[config.mk]
export PLATFORM = sky130hd
export DESIGN_NAME = grid_wave_shortest_path_unit
export DESIGN_NICKNAME = d
export VERILOG_FILES = /design/src/rtl/core/gwsp_pkg.sv /design/src/rtl/core/gwsp_grid_store.sv /design/src/rtl/core/gwsp_path_store.sv /design/src/rtl/core/grid_wave_shortest_path_unit.sv
export SDC_FILE = /design/constraint.sdc
export NUM_CORES = 1
export LEC_CHECK = 0
export BUFFER_PORTS_ARGS = -buffer_cell sky130_fd_sc_hd__buf_4
export CELL_PAD_IN_SITES_DETAIL_PLACEMENT = 1
export CELL_PAD_IN_SITES_GLOBAL_PLACEMENT = 2
export CORE_ASPECT_RATIO = 1.25
export CORE_UTILIZATION = 44
export CTS_CLUSTER_DIAMETER = 50
export DETAILED_ROUTE_END_ITERATION = 16
export HOLD_SLACK_MARGIN = 0.08
export PLACE_DENSITY = 0.76
export SETUP_SLACK_MARGIN = 0.5
export SLEW_MARGIN = 15
export SYNTH_ARGS = -nofsm -noshare
export SYNTH_HDL_FRONTEND = slang
export SYNTH_HIERARCHICAL = 1
export SYNTH_SLANG_ARGS = --single-unit
[constraint.sdc]
create_clock -name clk -period 4.37 [get_ports clk]
set_input_delay 0.874 -clock clk [delete_from_list [all_inputs] [get_ports clk]]
set_output_delay 0.874 -clock clk [all_outputs]
set_load 0.05 [all_outputs]
[src/rtl/core/gwsp_pkg.sv]
// shared constants and types of the grid wave shortest path unit
package gwsp_pkg;

  localparam int MAX_COLS_DEF = 8;
  localparam int MAX_ROWS_DEF = 8;

  localparam int LABEL_W    = 7;
  localparam int STEP_W     = 6;
  localparam int MAX_STEP   = 63;
  localparam int PATH_DEPTH = MAX_STEP + 1;
  localparam int ADDR_W_MAX = 12;

  localparam logic [LABEL_W-1:0] UNLABELLED = 7'd127;

  // neighbour order for wave and trace
  localparam logic [1:0] DIR_RIGHT = 2'd0;
  localparam logic [1:0] DIR_DOWN  = 2'd1;
  localparam logic [1:0] DIR_LEFT  = 2'd2;
  localparam logic [1:0] DIR_UP    = 2'd3;

  localparam logic ACT_LOAD  = 1'b0;
  localparam logic ACT_SOLVE = 1'b1;

  localparam logic CFG_COLS = 1'b0;
  localparam logic CFG_ROWS = 1'b1;

  // access request from the sequencer to the grid store
  typedef struct packed {
    logic [ADDR_W_MAX-1:0] rd_addr;
    logic [ADDR_W_MAX-1:0] wr_addr;
    logic                  blk_we;
    logic                  blk_wd;
    logic                  lab_we;
    logic [LABEL_W-1:0]    lab_wd;
  } grid_req_t;

endpackage

[src/rtl/core/gwsp_grid_store.sv]
// blocked map and distance label memories with post-reset clearing pass
module gwsp_grid_store #(
  parameter int MAX_COLS = gwsp_pkg::MAX_COLS_DEF,
  parameter int MAX_ROWS = gwsp_pkg::MAX_ROWS_DEF
) (
  input  logic                         clk,
  input  logic                         rst_n,
  input  gwsp_pkg::grid_req_t          req,
  output logic                         busy,
  output logic                         blk_rd,
  output logic [gwsp_pkg::LABEL_W-1:0] lab_rd
);

  localparam int CELLS = MAX_ROWS * MAX_COLS;
  localparam int AW    = $clog2(CELLS);

  logic                         blk_mem [CELLS];
  logic [gwsp_pkg::LABEL_W-1:0] lab_mem [CELLS];

  logic                         clr_busy_r;
  logic [AW-1:0]                clr_addr_r;
  logic                         blk_rd_r;
  logic [gwsp_pkg::LABEL_W-1:0] lab_rd_r;

  logic [AW-1:0] ra;
  logic [AW-1:0] wa;

  assign ra = req.rd_addr[AW-1:0];
  assign wa = req.wr_addr[AW-1:0];

  always_ff @(posedge clk) begin
    if (!rst_n) begin
      clr_busy_r <= 1'b1;
      clr_addr_r <= '0;
    end else if (clr_busy_r) begin
      clr_addr_r <= clr_addr_r + AW'(1);
      if (clr_addr_r == AW'(CELLS - 1)) begin
        clr_busy_r <= 1'b0;
      end
    end
  end

  // blocked map: clearing pass owns the write port while busy
  always_ff @(posedge clk) begin
    if (clr_busy_r) begin
      blk_mem[clr_addr_r] <= 1'b0;
    end else if (req.blk_we) begin
      blk_mem[wa] <= req.blk_wd;
    end
    blk_rd_r <= blk_mem[ra];
  end

  always_ff @(posedge clk) begin
    if (req.lab_we) begin
      lab_mem[wa] <= req.lab_wd;
    end
    lab_rd_r <= lab_mem[ra];
  end

  assign busy   = clr_busy_r;
  assign blk_rd = blk_rd_r;
  assign lab_rd = lab_rd_r;

endmodule

[src/rtl/core/gwsp_path_store.sv]
// path buffer, written goal to start during trace and read start to goal
module gwsp_path_store #(
  parameter int MAX_COLS = gwsp_pkg::MAX_COLS_DEF,
  parameter int MAX_ROWS = gwsp_pkg::MAX_ROWS_DEF
) (
  input  logic                        clk,
  input  logic                        wr_en,
  input  logic [gwsp_pkg::STEP_W-1:0] wr_idx,
  input  logic [$clog2(MAX_ROWS)-1:0] wr_row,
  input  logic [$clog2(MAX_COLS)-1:0] wr_col,
  input  logic [gwsp_pkg::STEP_W-1:0] rd_idx,
  output logic [$clog2(MAX_ROWS)-1:0] rd_row,
  output logic [$clog2(MAX_COLS)-1:0] rd_col
);

  localparam int RW  = $clog2(MAX_ROWS);
  localparam int CWD = $clog2(MAX_COLS);

  logic [RW+CWD-1:0] path_mem [gwsp_pkg::PATH_DEPTH];
  logic [RW+CWD-1:0] rd_data_r;

  always_ff @(posedge clk) begin
    if (wr_en) begin
      path_mem[wr_idx] <= {wr_row, wr_col};
    end
    rd_data_r <= path_mem[rd_idx];
  end

  assign rd_row = rd_data_r[RW+CWD-1:CWD];
  assign rd_col = rd_data_r[CWD-1:0];

endmodule

[src/rtl/core/grid_wave_shortest_path_unit.sv]
// top level of the grid wave shortest path unit: sequencer, config and result register
//
// usage
// - input channel (in_valid / in_ready): a load transaction (in_action = 0) writes
//   one cell's blocked bit and gives no result; a solve transaction
//   (in_action = 1) gives start and goal cells and yields a stream of results
// - result channel (out_valid / out_ready): path cells from start to goal, with
//   out_last on the goal cell; a single out_outcome = 1 result when there is no way
// - cfg_we / cfg_index / cfg_wdata set the grid width and height in use; write
//   only while the unit is idle
// - one solve is handled at a time; in_ready is high only when idle
// - a solve runs an endpoint check, then the label clear and seed, then per wave
//   layer a pass over each cell in use (one label memory read port, one read per
//   neighbour), then the trace of the path, then the emission of the results
// - after reset the blocked map is swept free with in_ready low; config writes
//   are taken during the sweep
// - a stalled receiver holds the result register; the sequencer waits on it
module grid_wave_shortest_path_unit #(
  parameter int MAX_COLS = gwsp_pkg::MAX_COLS_DEF,
  parameter int MAX_ROWS = gwsp_pkg::MAX_ROWS_DEF
) (
  input  logic       clk,
  input  logic       rst_n,
  // input channel
  input  logic       in_valid,
  output logic       in_ready,
  input  logic       in_action,
  input  logic [2:0] in_cell_row,
  input  logic [2:0] in_cell_col,
  input  logic       in_blocked,
  input  logic [2:0] in_start_row,
  input  logic [2:0] in_start_col,
  input  logic [2:0] in_goal_row,
  input  logic [2:0] in_goal_col,
  // result channel
  output logic       out_valid,
  input  logic       out_ready,
  output logic [2:0] out_path_row,
  output logic [2:0] out_path_col,
  output logic [5:0] out_step_number,
  output logic       out_outcome,
  output logic       out_last,
  // configuration
  input  logic       cfg_we,
  input  logic       cfg_index,
  input  logic [3:0] cfg_wdata
);

  localparam int CELLS = MAX_ROWS * MAX_COLS;
  localparam int AW    = $clog2(CELLS);
  localparam int RW    = $clog2(MAX_ROWS);
  localparam int CWD   = $clog2(MAX_COLS);
  localparam int SW    = gwsp_pkg::STEP_W;
  localparam int LW    = gwsp_pkg::LABEL_W;

  // sequencer states
  localparam logic [4:0] ST_IDLE    = 5'd0;
  localparam logic [4:0] ST_EP_S    = 5'd1;
  localparam logic [4:0] ST_EP_SD   = 5'd2;
  localparam logic [4:0] ST_EP_GD   = 5'd3;
  localparam logic [4:0] ST_CLR     = 5'd4;
  localparam logic [4:0] ST_SEED    = 5'd5;
  localparam logic [4:0] ST_W_SELF  = 5'd6;
  localparam logic [4:0] ST_W_SELFD = 5'd7;
  localparam logic [4:0] ST_W_NB    = 5'd8;
  localparam logic [4:0] ST_W_NBD   = 5'd9;
  localparam logic [4:0] ST_W_NEXT  = 5'd10;
  localparam logic [4:0] ST_T_STORE = 5'd11;
  localparam logic [4:0] ST_T_NB    = 5'd12;
  localparam logic [4:0] ST_T_NBD   = 5'd13;
  localparam logic [4:0] ST_E_RD    = 5'd14;
  localparam logic [4:0] ST_E_OUT   = 5'd15;
  localparam logic [4:0] ST_NOWAY   = 5'd16;

  // row-major cell address
  function automatic logic [AW-1:0] cell_addr(input logic [RW-1:0] r,
                                              input logic [CWD-1:0] c);
    cell_addr = AW'(r) * AW'(MAX_COLS) + AW'(c);
  endfunction

  // size register: zero acts as one, above the maximum acts as the maximum
  function automatic logic [3:0] clamp_size(input logic [3:0] v, input int max_v);
    if (v == 4'd0) begin
      clamp_size = 4'd1;
    end else if (int'(v) > max_v) begin
      clamp_size = 4'(max_v);
    end else begin
      clamp_size = v;
    end
  endfunction

  logic [3:0] cols_in_use_r;
  logic [3:0] rows_in_use_r;

  logic [4:0]     state_r, state_nxt;
  logic [RW-1:0]  r_r, r_nxt;     // scan cell in wave, current cell in trace
  logic [CWD-1:0] c_r, c_nxt;
  logic [1:0]     k_r, k_nxt;     // neighbour direction
  logic [SW-1:0]  d_r, d_nxt;     // wave layer
  logic [SW-1:0]  td_r, td_nxt;   // trace distance
  logic [SW-1:0]  len_r, len_nxt;
  logic [SW-1:0]  i_r, i_nxt;     // emission index
  logic           grew_r, grew_nxt;
  logic           hit_r, hit_nxt;
  logic [AW-1:0]  sweep_r, sweep_nxt;
  logic [RW-1:0]  sr_r, sr_nxt, gr_r, gr_nxt;
  logic [CWD-1:0] sc_r, sc_nxt, gc_r, gc_nxt;

  logic       out_valid_r, out_valid_nxt;
  logic [2:0] out_row_r, out_row_nxt;
  logic [2:0] out_col_r, out_col_nxt;
  logic [5:0] out_step_r, out_step_nxt;
  logic       out_outcome_r, out_outcome_nxt;
  logic       out_last_r, out_last_nxt;

  logic [3:0]     w, h;
  logic [7:0]     w8, h8;
  logic           nb_ok;
  logic [RW-1:0]  nb_r;
  logic [CWD-1:0] nb_c;
  logic           out_free;
  logic           clr_busy;
  logic           blk_rd;
  logic [LW-1:0]  lab_rd;
  logic [RW-1:0]  p_row;
  logic [CWD-1:0] p_col;
  logic           path_we;
  logic [AW-1:0]  rd_addr, wr_addr;
  gwsp_pkg::grid_req_t req;

  assign w  = clamp_size(cols_in_use_r, MAX_COLS);
  assign h  = clamp_size(rows_in_use_r, MAX_ROWS);
  assign w8 = 8'(w);
  assign h8 = 8'(h);

  assign in_ready = (state_r == ST_IDLE) && !clr_busy;
  assign out_free = !out_valid_r || out_ready;

  // neighbour of the current cell in direction k
  always_comb begin
    nb_r  = r_r;
    nb_c  = c_r;
    nb_ok = 1'b0;
    case (k_r)
      gwsp_pkg::DIR_RIGHT: begin
        nb_c  = c_r + CWD'(1);
        nb_ok = (8'(c_r) + 8'd1) < w8;
      end
      gwsp_pkg::DIR_DOWN: begin
        nb_r  = r_r + RW'(1);
        nb_ok = (8'(r_r) + 8'd1) < h8;
      end
      gwsp_pkg::DIR_LEFT: begin
        nb_c  = c_r - CWD'(1);
        nb_ok = c_r != '0;
      end
      gwsp_pkg::DIR_UP: begin
        nb_r  = r_r - RW'(1);
        nb_ok = r_r != '0;
      end
      default: begin
        nb_ok = 1'b0;
      end
    endcase
  end

  // grid store read address, data returns on the next cycle
  always_comb begin
    case (state_r)
      ST_EP_S:           rd_addr = cell_addr(sr_r, sc_r);
      ST_EP_SD:          rd_addr = cell_addr(gr_r, gc_r);
      ST_W_NB, ST_T_NB:  rd_addr = cell_addr(nb_r, nb_c);
      default:           rd_addr = cell_addr(r_r, c_r);
    endcase
  end

  // main sequencer
  always_comb begin
    state_nxt       = state_r;
    r_nxt           = r_r;
    c_nxt           = c_r;
    k_nxt           = k_r;
    d_nxt           = d_r;
    td_nxt          = td_r;
    len_nxt         = len_r;
    i_nxt           = i_r;
    grew_nxt        = grew_r;
    hit_nxt         = hit_r;
    sweep_nxt       = sweep_r;
    sr_nxt          = sr_r;
    sc_nxt          = sc_r;
    gr_nxt          = gr_r;
    gc_nxt          = gc_r;
    out_valid_nxt   = out_valid_r && !out_ready;
    out_row_nxt     = out_row_r;
    out_col_nxt     = out_col_r;
    out_step_nxt    = out_step_r;
    out_outcome_nxt = out_outcome_r;
    out_last_nxt    = out_last_r;
    wr_addr         = cell_addr(r_r, c_r);
    req.blk_we      = 1'b0;
    req.blk_wd      = in_blocked;
    req.lab_we      = 1'b0;
    req.lab_wd      = gwsp_pkg::UNLABELLED;
    path_we         = 1'b0;

    case (state_r)
      ST_IDLE: begin
        if (in_valid && in_ready) begin
          if (in_action == gwsp_pkg::ACT_LOAD) begin
            // loads outside the storage are dropped
            if ((int'(in_cell_row) < MAX_ROWS) && (int'(in_cell_col) < MAX_COLS)) begin
              wr_addr    = cell_addr(RW'(in_cell_row), CWD'(in_cell_col));
              req.blk_we = 1'b1;
            end
          end else begin
            sr_nxt = RW'(in_start_row);
            sc_nxt = CWD'(in_start_col);
            gr_nxt = RW'(in_goal_row);
            gc_nxt = CWD'(in_goal_col);
            if ((8'(in_start_row) >= h8) || (8'(in_start_col) >= w8) ||
                (8'(in_goal_row) >= h8) || (8'(in_goal_col) >= w8)) begin
              state_nxt = ST_NOWAY;
            end else begin
              state_nxt = ST_EP_S;
            end
          end
        end
      end
      ST_EP_S: begin
        state_nxt = ST_EP_SD;
      end
      ST_EP_SD: begin
        state_nxt = blk_rd ? ST_NOWAY : ST_EP_GD;
      end
      ST_EP_GD: begin
        sweep_nxt = '0;
        state_nxt = blk_rd ? ST_NOWAY : ST_CLR;
      end
      ST_CLR: begin
        wr_addr    = sweep_r;
        req.lab_we = 1'b1;
        sweep_nxt  = sweep_r + AW'(1);
        if (sweep_r == AW'(CELLS - 1)) begin
          state_nxt = ST_SEED;
        end
      end
      ST_SEED: begin
        wr_addr    = cell_addr(sr_r, sc_r);
        req.lab_we = 1'b1;
        req.lab_wd = '0;
        d_nxt      = '0;
        grew_nxt   = 1'b0;
        hit_nxt    = 1'b0;
        if ((sr_r == gr_r) && (sc_r == gc_r)) begin
          len_nxt   = '0;
          td_nxt    = '0;
          r_nxt     = gr_r;
          c_nxt     = gc_r;
          state_nxt = ST_T_STORE;
        end else begin
          r_nxt     = '0;
          c_nxt     = '0;
          state_nxt = ST_W_SELF;
        end
      end
      ST_W_SELF: begin
        state_nxt = ST_W_SELFD;
      end
      ST_W_SELFD: begin
        // only free unlabelled cells can join this layer
        k_nxt = gwsp_pkg::DIR_RIGHT;
        if (blk_rd || (lab_rd != gwsp_pkg::UNLABELLED)) begin
          state_nxt = ST_W_NEXT;
        end else begin
          state_nxt = ST_W_NB;
        end
      end
      ST_W_NB: begin
        if (nb_ok) begin
          state_nxt = ST_W_NBD;
        end else if (k_r == gwsp_pkg::DIR_UP) begin
          state_nxt = ST_W_NEXT;
        end else begin
          k_nxt = k_r + 2'd1;
        end
      end
      ST_W_NBD: begin
        if (lab_rd == LW'(d_r)) begin
          req.lab_we = 1'b1;
          req.lab_wd = LW'(d_r) + LW'(1);
          grew_nxt   = 1'b1;
          if ((r_r == gr_r) && (c_r == gc_r)) begin
            hit_nxt = 1'b1;
          end
          state_nxt = ST_W_NEXT;
        end else if (k_r == gwsp_pkg::DIR_UP) begin
          state_nxt = ST_W_NEXT;
        end else begin
          k_nxt     = k_r + 2'd1;
          state_nxt = ST_W_NB;
        end
      end
      ST_W_NEXT: begin
        if ((8'(c_r) + 8'd1) < w8) begin
          c_nxt     = c_r + CWD'(1);
          state_nxt = ST_W_SELF;
        end else if ((8'(r_r) + 8'd1) < h8) begin
          c_nxt     = '0;
          r_nxt     = r_r + RW'(1);
          state_nxt = ST_W_SELF;
        end else if (hit_r) begin
          // goal reached in this layer, trace back from it
          len_nxt   = d_r + SW'(1);
          td_nxt    = d_r + SW'(1);
          r_nxt     = gr_r;
          c_nxt     = gc_r;
          state_nxt = ST_T_STORE;
        end else if (!grew_r || ((7'(d_r) + 7'd1) >= 7'(gwsp_pkg::MAX_STEP))) begin
          state_nxt = ST_NOWAY;
        end else begin
          d_nxt     = d_r + SW'(1);
          grew_nxt  = 1'b0;
          r_nxt     = '0;
          c_nxt     = '0;
          state_nxt = ST_W_SELF;
        end
      end
      ST_T_STORE: begin
        path_we = 1'b1;
        k_nxt   = gwsp_pkg::DIR_RIGHT;
        if (td_r == '0) begin
          i_nxt     = '0;
          state_nxt = ST_E_RD;
        end else begin
          td_nxt    = td_r - SW'(1);
          state_nxt = ST_T_NB;
        end
      end
      ST_T_NB: begin
        if (nb_ok) begin
          state_nxt = ST_T_NBD;
        end else begin
          k_nxt = k_r + 2'd1;
        end
      end
      ST_T_NBD: begin
        if (lab_rd == LW'(td_r)) begin
          r_nxt     = nb_r;
          c_nxt     = nb_c;
          state_nxt = ST_T_STORE;
        end else begin
          k_nxt     = k_r + 2'd1;
          state_nxt = ST_T_NB;
        end
      end
      ST_E_RD: begin
        state_nxt = ST_E_OUT;
      end
      ST_E_OUT: begin
        if (out_free) begin
          out_valid_nxt   = 1'b1;
          out_row_nxt     = 3'(p_row);
          out_col_nxt     = 3'(p_col);
          out_step_nxt    = i_r;
          out_outcome_nxt = 1'b0;
          out_last_nxt    = (i_r == len_r);
          if (i_r == len_r) begin
            state_nxt = ST_IDLE;
          end else begin
            i_nxt     = i_r + SW'(1);
            state_nxt = ST_E_RD;
          end
        end
      end
      ST_NOWAY: begin
        if (out_free) begin
          out_valid_nxt   = 1'b1;
          out_row_nxt     = '0;
          out_col_nxt     = '0;
          out_step_nxt    = '0;
          out_outcome_nxt = 1'b1;
          out_last_nxt    = 1'b1;
          state_nxt       = ST_IDLE;
        end
      end
      default: begin
        state_nxt = ST_IDLE;
      end
    endcase

    req.rd_addr = gwsp_pkg::ADDR_W_MAX'(rd_addr);
    req.wr_addr = gwsp_pkg::ADDR_W_MAX'(wr_addr);
  end

  // control state and configuration
  always_ff @(posedge clk) begin
    if (!rst_n) begin
      state_r       <= ST_IDLE;
      out_valid_r   <= 1'b0;
      cols_in_use_r <= 4'd8;
      rows_in_use_r <= 4'd8;
    end else begin
      state_r     <= state_nxt;
      out_valid_r <= out_valid_nxt;
      if (cfg_we) begin
        case (cfg_index)
          gwsp_pkg::CFG_COLS: cols_in_use_r <= cfg_wdata;
          gwsp_pkg::CFG_ROWS: rows_in_use_r <= cfg_wdata;
          default: ;
        endcase
      end
    end
  end

  // working and result payload registers
  always_ff @(posedge clk) begin
    r_r           <= r_nxt;
    c_r           <= c_nxt;
    k_r           <= k_nxt;
    d_r           <= d_nxt;
    td_r          <= td_nxt;
    len_r         <= len_nxt;
    i_r           <= i_nxt;
    grew_r        <= grew_nxt;
    hit_r         <= hit_nxt;
    sweep_r       <= sweep_nxt;
    sr_r          <= sr_nxt;
    sc_r          <= sc_nxt;
    gr_r          <= gr_nxt;
    gc_r          <= gc_nxt;
    out_row_r     <= out_row_nxt;
    out_col_r     <= out_col_nxt;
    out_step_r    <= out_step_nxt;
    out_outcome_r <= out_outcome_nxt;
    out_last_r    <= out_last_nxt;
  end

  gwsp_grid_store #(
    .MAX_COLS(MAX_COLS),
    .MAX_ROWS(MAX_ROWS)
  ) u_grid (
    .clk   (clk),
    .rst_n (rst_n),
    .req   (req),
    .busy  (clr_busy),
    .blk_rd(blk_rd),
    .lab_rd(lab_rd)
  );

  gwsp_path_store #(
    .MAX_COLS(MAX_COLS),
    .MAX_ROWS(MAX_ROWS)
  ) u_path (
    .clk   (clk),
    .wr_en (path_we),
    .wr_idx(td_r),
    .wr_row(r_r),
    .wr_col(c_r),
    .rd_idx(i_r),
    .rd_row(p_row),
    .rd_col(p_col)
  );

  assign out_valid       = out_valid_r;
  assign out_path_row    = out_row_r;
  assign out_path_col    = out_col_r;
  assign out_step_number = out_step_r;
  assign out_outcome     = out_outcome_r;
  assign out_last        = out_last_r;

  // wave never starts a layer beyond the step limit
  a_layer_limit: assert property (@(posedge clk) disable iff (!rst_n)
    (state_r == ST_W_SELF) |-> (7'(d_r) < 7'(gwsp_pkg::MAX_STEP)))
    else $error("wave layer past step limit");

  // trace must find a closer neighbour by the last direction
  a_trace_found: assert property (@(posedge clk) disable iff (!rst_n)
    (state_r == ST_T_NB && k_r == gwsp_pkg::DIR_UP) |-> nb_ok)
    else $error("trace ran out of neighbours");

  a_trace_match: assert property (@(posedge clk) disable iff (!rst_n)
    (state_r == ST_T_NBD && k_r == gwsp_pkg::DIR_UP) |-> (lab_rd == LW'(td_r)))
    else $error("trace found no closer cell");

  // a pending non-final path result means emission is still running
  a_emit_open: assert property (@(posedge clk) disable iff (!rst_n)
    (out_valid_r && !out_last_r) |-> (state_r == ST_E_RD || state_r == ST_E_OUT))
    else $error("non-final result outside emission");

  a_clear_closed: assert property (@(posedge clk) disable iff (!rst_n)
    clr_busy |-> !in_ready)
    else $error("input taken during map clear");

endmodule
# Word level (Yosys, flattened, before mapping)
# Memory sizes are Yosys's and may differ from the RTL's. A register that Yosys moved wholly into a read port is not among the register bits.
# Cells that the tools add are included.
op_classes:
  addsub: 18
  mul: 0
  div: 0
  order_cmp: 9
  n_eq_ne: 54
  shifts: 0
  muxes: 115
  bitwise_logic: 1
  reduce_logical: 50
ops:
  columns: ["cell", "count"]
  rows:
  - ["two-way mux 6 bit", 17]
  - ["one-hot mux 5 bit (17 select lines)", 1]
  - ["two-way mux 5 bit", 16]
  - ["one-hot mux 6 bit (2 select lines)", 5]
  - ["one-hot mux 6 bit (3 select lines)", 3]
  - ["two-way mux 3 bit", 15]
  - ["!= test 2 bit, second input constant", 21]
  - ["== test 5 x 4 -> 1 bit, second input constant", 8]
  - ["adder 6 x 3 -> 6 bit", 5]
  - ["two-way mux 1 bit", 29]
  - ["adder 6 x 1 -> 6 bit, second input constant", 4]
  - ["two-way mux 4 bit", 6]
  - ["one-hot mux 3 bit (2 select lines)", 4]
  - ["== test 5 x 3 -> 1 bit, second input constant", 4]
  - ["one-hot mux 3 bit (3 select lines)", 2]
  - [">= comparator 3 x 4 -> 1 bit", 4]
  - ["two-way mux 2 bit", 8]
  - ["AND reduction 5 bit", 3]
  - ["nonzero test 3 bit", 5]
  - ["== test 7 x 6 -> 1 bit", 2]
  - ["one-hot mux 7 bit (2 select lines)", 1]
  - ["== test 3 bit", 4]
  - ["== test 6 bit, second input constant", 2]
  - ["AND reduction 3 bit", 4]
  - ["41 further kinds", 74]
word_totals:
  reg_bits: 87
  latch_bits: 0
  mem_bits_rw: 896
  rom_bits: 0
  in_bits: 30
  output_inout_bits: 16
  word_cells: 275
  mem_count: 3
memory_table:
  columns: ["memory", "words", "word_bits", "read_ports", "rd_clocked_by_memory_dff", "wr", "line", "rtl"]
  rows:
  - ["u_grid.lab_mem", 64, 7, 1, 1, 1, "gwsp_grid_store.sv:18", "logic [gwsp_pkg::LABEL_W-1:0] lab_mem [CELLS];"]
  - ["u_path.path_mem", 64, 6, 1, 1, 1, "gwsp_path_store.sv:19", "logic [RW+CWD-1:0] path_mem [gwsp_pkg::PATH_DEPTH];"]
  - ["u_grid.blk_mem", 64, 1, 1, 1, 1, "gwsp_grid_store.sv:17", "logic blk_mem [CELLS];"]

# Depth between registers and ports, before layout
logic_depth:
  word_depth: 11
  depth_mapped: 16
  mapped_depth_nobuf: 13

# Cells and area by module
# Netlist, hierarchy kept.
by_module_without_submodules:
  columns: ["module", "n_inst", "cells_each", "area_per_inst_um2", "seq_area_each_um2"]
  rows:
  - ["gwsp_grid_store", 1, 1063, 20915.1, 15675.0]
  - ["gwsp_path_store", 1, 720, 15225.9, 11651.2]
  - ["grid_wave_shortest_path_unit", 1, 567, 5464.0, 2262.2]

# Least setup slack after synthesis
# Ideal clock, no wire load.
synth_timing:
  path_type: "register -> register"
  startpoint: "register state_r[4]"
  endpoint: "memory u_grid.blk_mem[0] (data pin)"
  setup_ns: 0.499
  arrival_time_ns: 4.066
  required_ns: 3.871
  path_slack_ns: -0.195
  stages_incl_launch_ff: 10
  path_buffers: 4
  synth_period_minus_slack_ns: 4.565
  cell_sequence: "dfxtp_1 buf_6 or3_1 nor4_2 and3b_1 buf_2 nand2b_1 buf_2 buf_2 nor2_1"
synth_rtl:
  columns: ["element", "line", "rtl"]
  rows:
  - ["start: declaration", "grid_wave_shortest_path_unit.sv:95", "logic [4:0] state_r, state_nxt;"]
  - ["start signal: assignment", "grid_wave_shortest_path_unit.sv:404", "state_r <= state_nxt;"]
  - ["end: declaration", "gwsp_grid_store.sv:17", null]

==> qor.yml <==
outcome:
  status: "finished, final reports clean"
clock_tree:
  clockRootBuffer: "clkbuf_16"
  clock_sinks: 997
  clkTransAtPathRegs_ns: 0.06
  ctsHtreeMaxLevel: 3
  clock_latency_ns: 0.69
  cts_tree: "yes"
  ctsHoldBuffers: 0
  cts_buffers: 108
  clockBufferDepth: 3
critical_path:
  timing.rr.end: "u_grid/lab_mem[63][2]"
  worstRegToRegCells: 10
  crit_start: "state_r[2]"
  critPathArrivalTime_ns: 4.19
  r2r-start: "state_r[2]"
  crit_type: "flop to flop"
  cp_max_fo: 13
  critPathRequiredTime_ns: 4.74
  worstSetupEndpoint: "u_grid/lab_mem[63][2]"
  r2r_slack_ns: 0.55
  start_kind: "flop"
  end_kind: "flop"
timing:
  setup_viol: 0
  rsz0062_at_grt: "true"
  max_freq_ghz: 0.262
  slew-limit-headroom_pct: 23.3
  worst_slew_pin_slew_ns: 1.15
  skew_ns: 0.0466
  hold_viol: 0
  tns_ns: 0
  slew_viol_final: 0
  final.min_clock_period_ns: 3.82
  finalCritPeriodShare_pct: 87.4
global_route:
  gr-total-overflow: 0
  grt_pass1_vias: 24100
  grt_pass1_wl_mm: 157
  grt_start_max_net_pins: 74
  grtUsageTotal_pct: 22.1
  antenna_found_initial: 1
run:
  max_cap_viol_count: 0
power_and_ir_drop:
  powerDensity_nw_per_um2: 443
  vdd_ir_drop_max_mv: 0.356
  leakagePower_uw: 0.0136
final_layout:
  areaGrowthSynthToFinish_pct: 14.2
  final_common_cell: "edfxtp_1"
  final_cell_mix: "edfxtp_1, nor2_1, mux4_2"
  finish.instance_area_um2: 47500
  n_fill_cell: 8549
  finalNonFillerCells: 3797
  final_nets: 2567
  drive_above_1_share_pct: 24.3
placed_design:
  place_inst: 3592
  gp_congestion: 0.867
  dp_hpwl_mm: 69.8
  dpl-instance-area_um2: 43800
  port_buffers: 45
route:
  drt_iter0_drc: 1929
  first_pass_iters: 8
  antenna_left: 0
  vias: 22500
  drc: 0
  routed_wl_mm: 106
  routed_via_density: 5.94
  wire_per_inst_um: 28.0
synthesis:
  synthCells: 2349
  netlist_area_um2: 41600
  syn_nets: 2413
  ys_warn_count: 6
  syn_area_per_cell_um2: 17.7
floorplanning:
  io_pins: 46
  num_rows: 125
  die_h_um: 346
  die_w_um: 277
  initial_core_util_pct: 44.6
  die-area_um2: 95800
  core_um2: 93400
hold_path:
  hold_class: "primary input to flop"
-- where the power goes --
group	internal (µW)	switching [µW]	leakage, µW
clock	5130	3800	0.00169
combinational	646	1070	0.00438
sequential	10400	31.9	0.00748
total	16100	4900	0.0136
-- state kept, by name, indices dropped and copies added, names as in the netlist, 3 cells and up --
name and flops:
u_grid/clr_addr_r 6, d_r 6, len_r 6, r_r 3
out_step_number 6, c_r 3, u_grid/lab_rd 7, u_path/path_mem 384
gc_r 3, out_path_row 3, rows_in_use_r 4, u_grid/blk_mem 64
u_path/rd_data_r 6, gr_r 3, u_grid/lab_mem 448, sr_r 3
state_r 5, sc_r 3, out_path_col 3, td_r 6
i_r 6, sweep_r 6, cols_in_use_r 4
-- metal layers --
layer	GRT usage, %	up-vias	routed length (µm)
met1	26.9	12000	41900
met4	8.84	2	3970
met2	39.5	556	56100
met3	2.94	205	4440
met5	0	-	13
li1	-	9749	-
-- worst min path at each step --
stage	from	end	depth (start not counted)
2_1_floorplan	rows_in_use_r[0]	rows_in_use_r[0]	2
5_1_grt	in_goal_col[0]	gc_r[0]	1
4_1_cts	in_goal_row[0]	gr_r[0]	1
6_report	in_goal_row[0]	gr_r[0]	1
3_5_place_dp	rows_in_use_r[0]	rows_in_use_r[0]	2
3_3_place_gp	rows_in_use_r[0]	rows_in_use_r[0]	2
-- repair_timing --
item | in CTS | in global routing
endpoints found under the setup margin | 137 | 412
resized for setup | 21 | 31
setup buffers | 0 | 5
pin swaps | 0 | 1
cloned | 0 | 2
-- area by class of cell --
type	count	area [µm²]	share of cell area, %
sequential	997	29600	62.3
inverter	32	124	0.261
clock inverter	65	664	1.40
clock buffer	132	2840	5.97
antenna	1	2.50	0.00527
multi-input combinational	1203	11400	24.1
timing repair buffer	161	1330	2.80
tap	1206	1510	3.18
-- metrics by stage --
step | total power (µW) | hold slack, ns | utilization [%] | setup slack [ns]
2_1_floorplan | 11800 | 0.431 | - | 0.205
3_3_place_gp | 12200 | 0.451 | 46.9 | 0.352
3_5_place_dp | 12200 | 0.459 | 46.9 | 0.255
4_1_cts | 21100 | 0.346 | 50.7 | 0.337
5_1_grt | 21600 | 0.364 | 50.9 | 0.394
6_report | 21000 | 0.377 | 50.9 | 0.550
-- critical path, stage by stage, from the launching register on --
cell and delay [ns]:
dfxtp_1 0.62, buf_4 0.27, nor4_2 0.08, and3b_2 0.33
o21ai_1 0.48, nand2_1 0.14, nand2_1 0.40, nand4_1 0.51
buf_4 0.35, nor2_1 0.11, buf_4 0.21
Power figures use the tool's default switching activity.
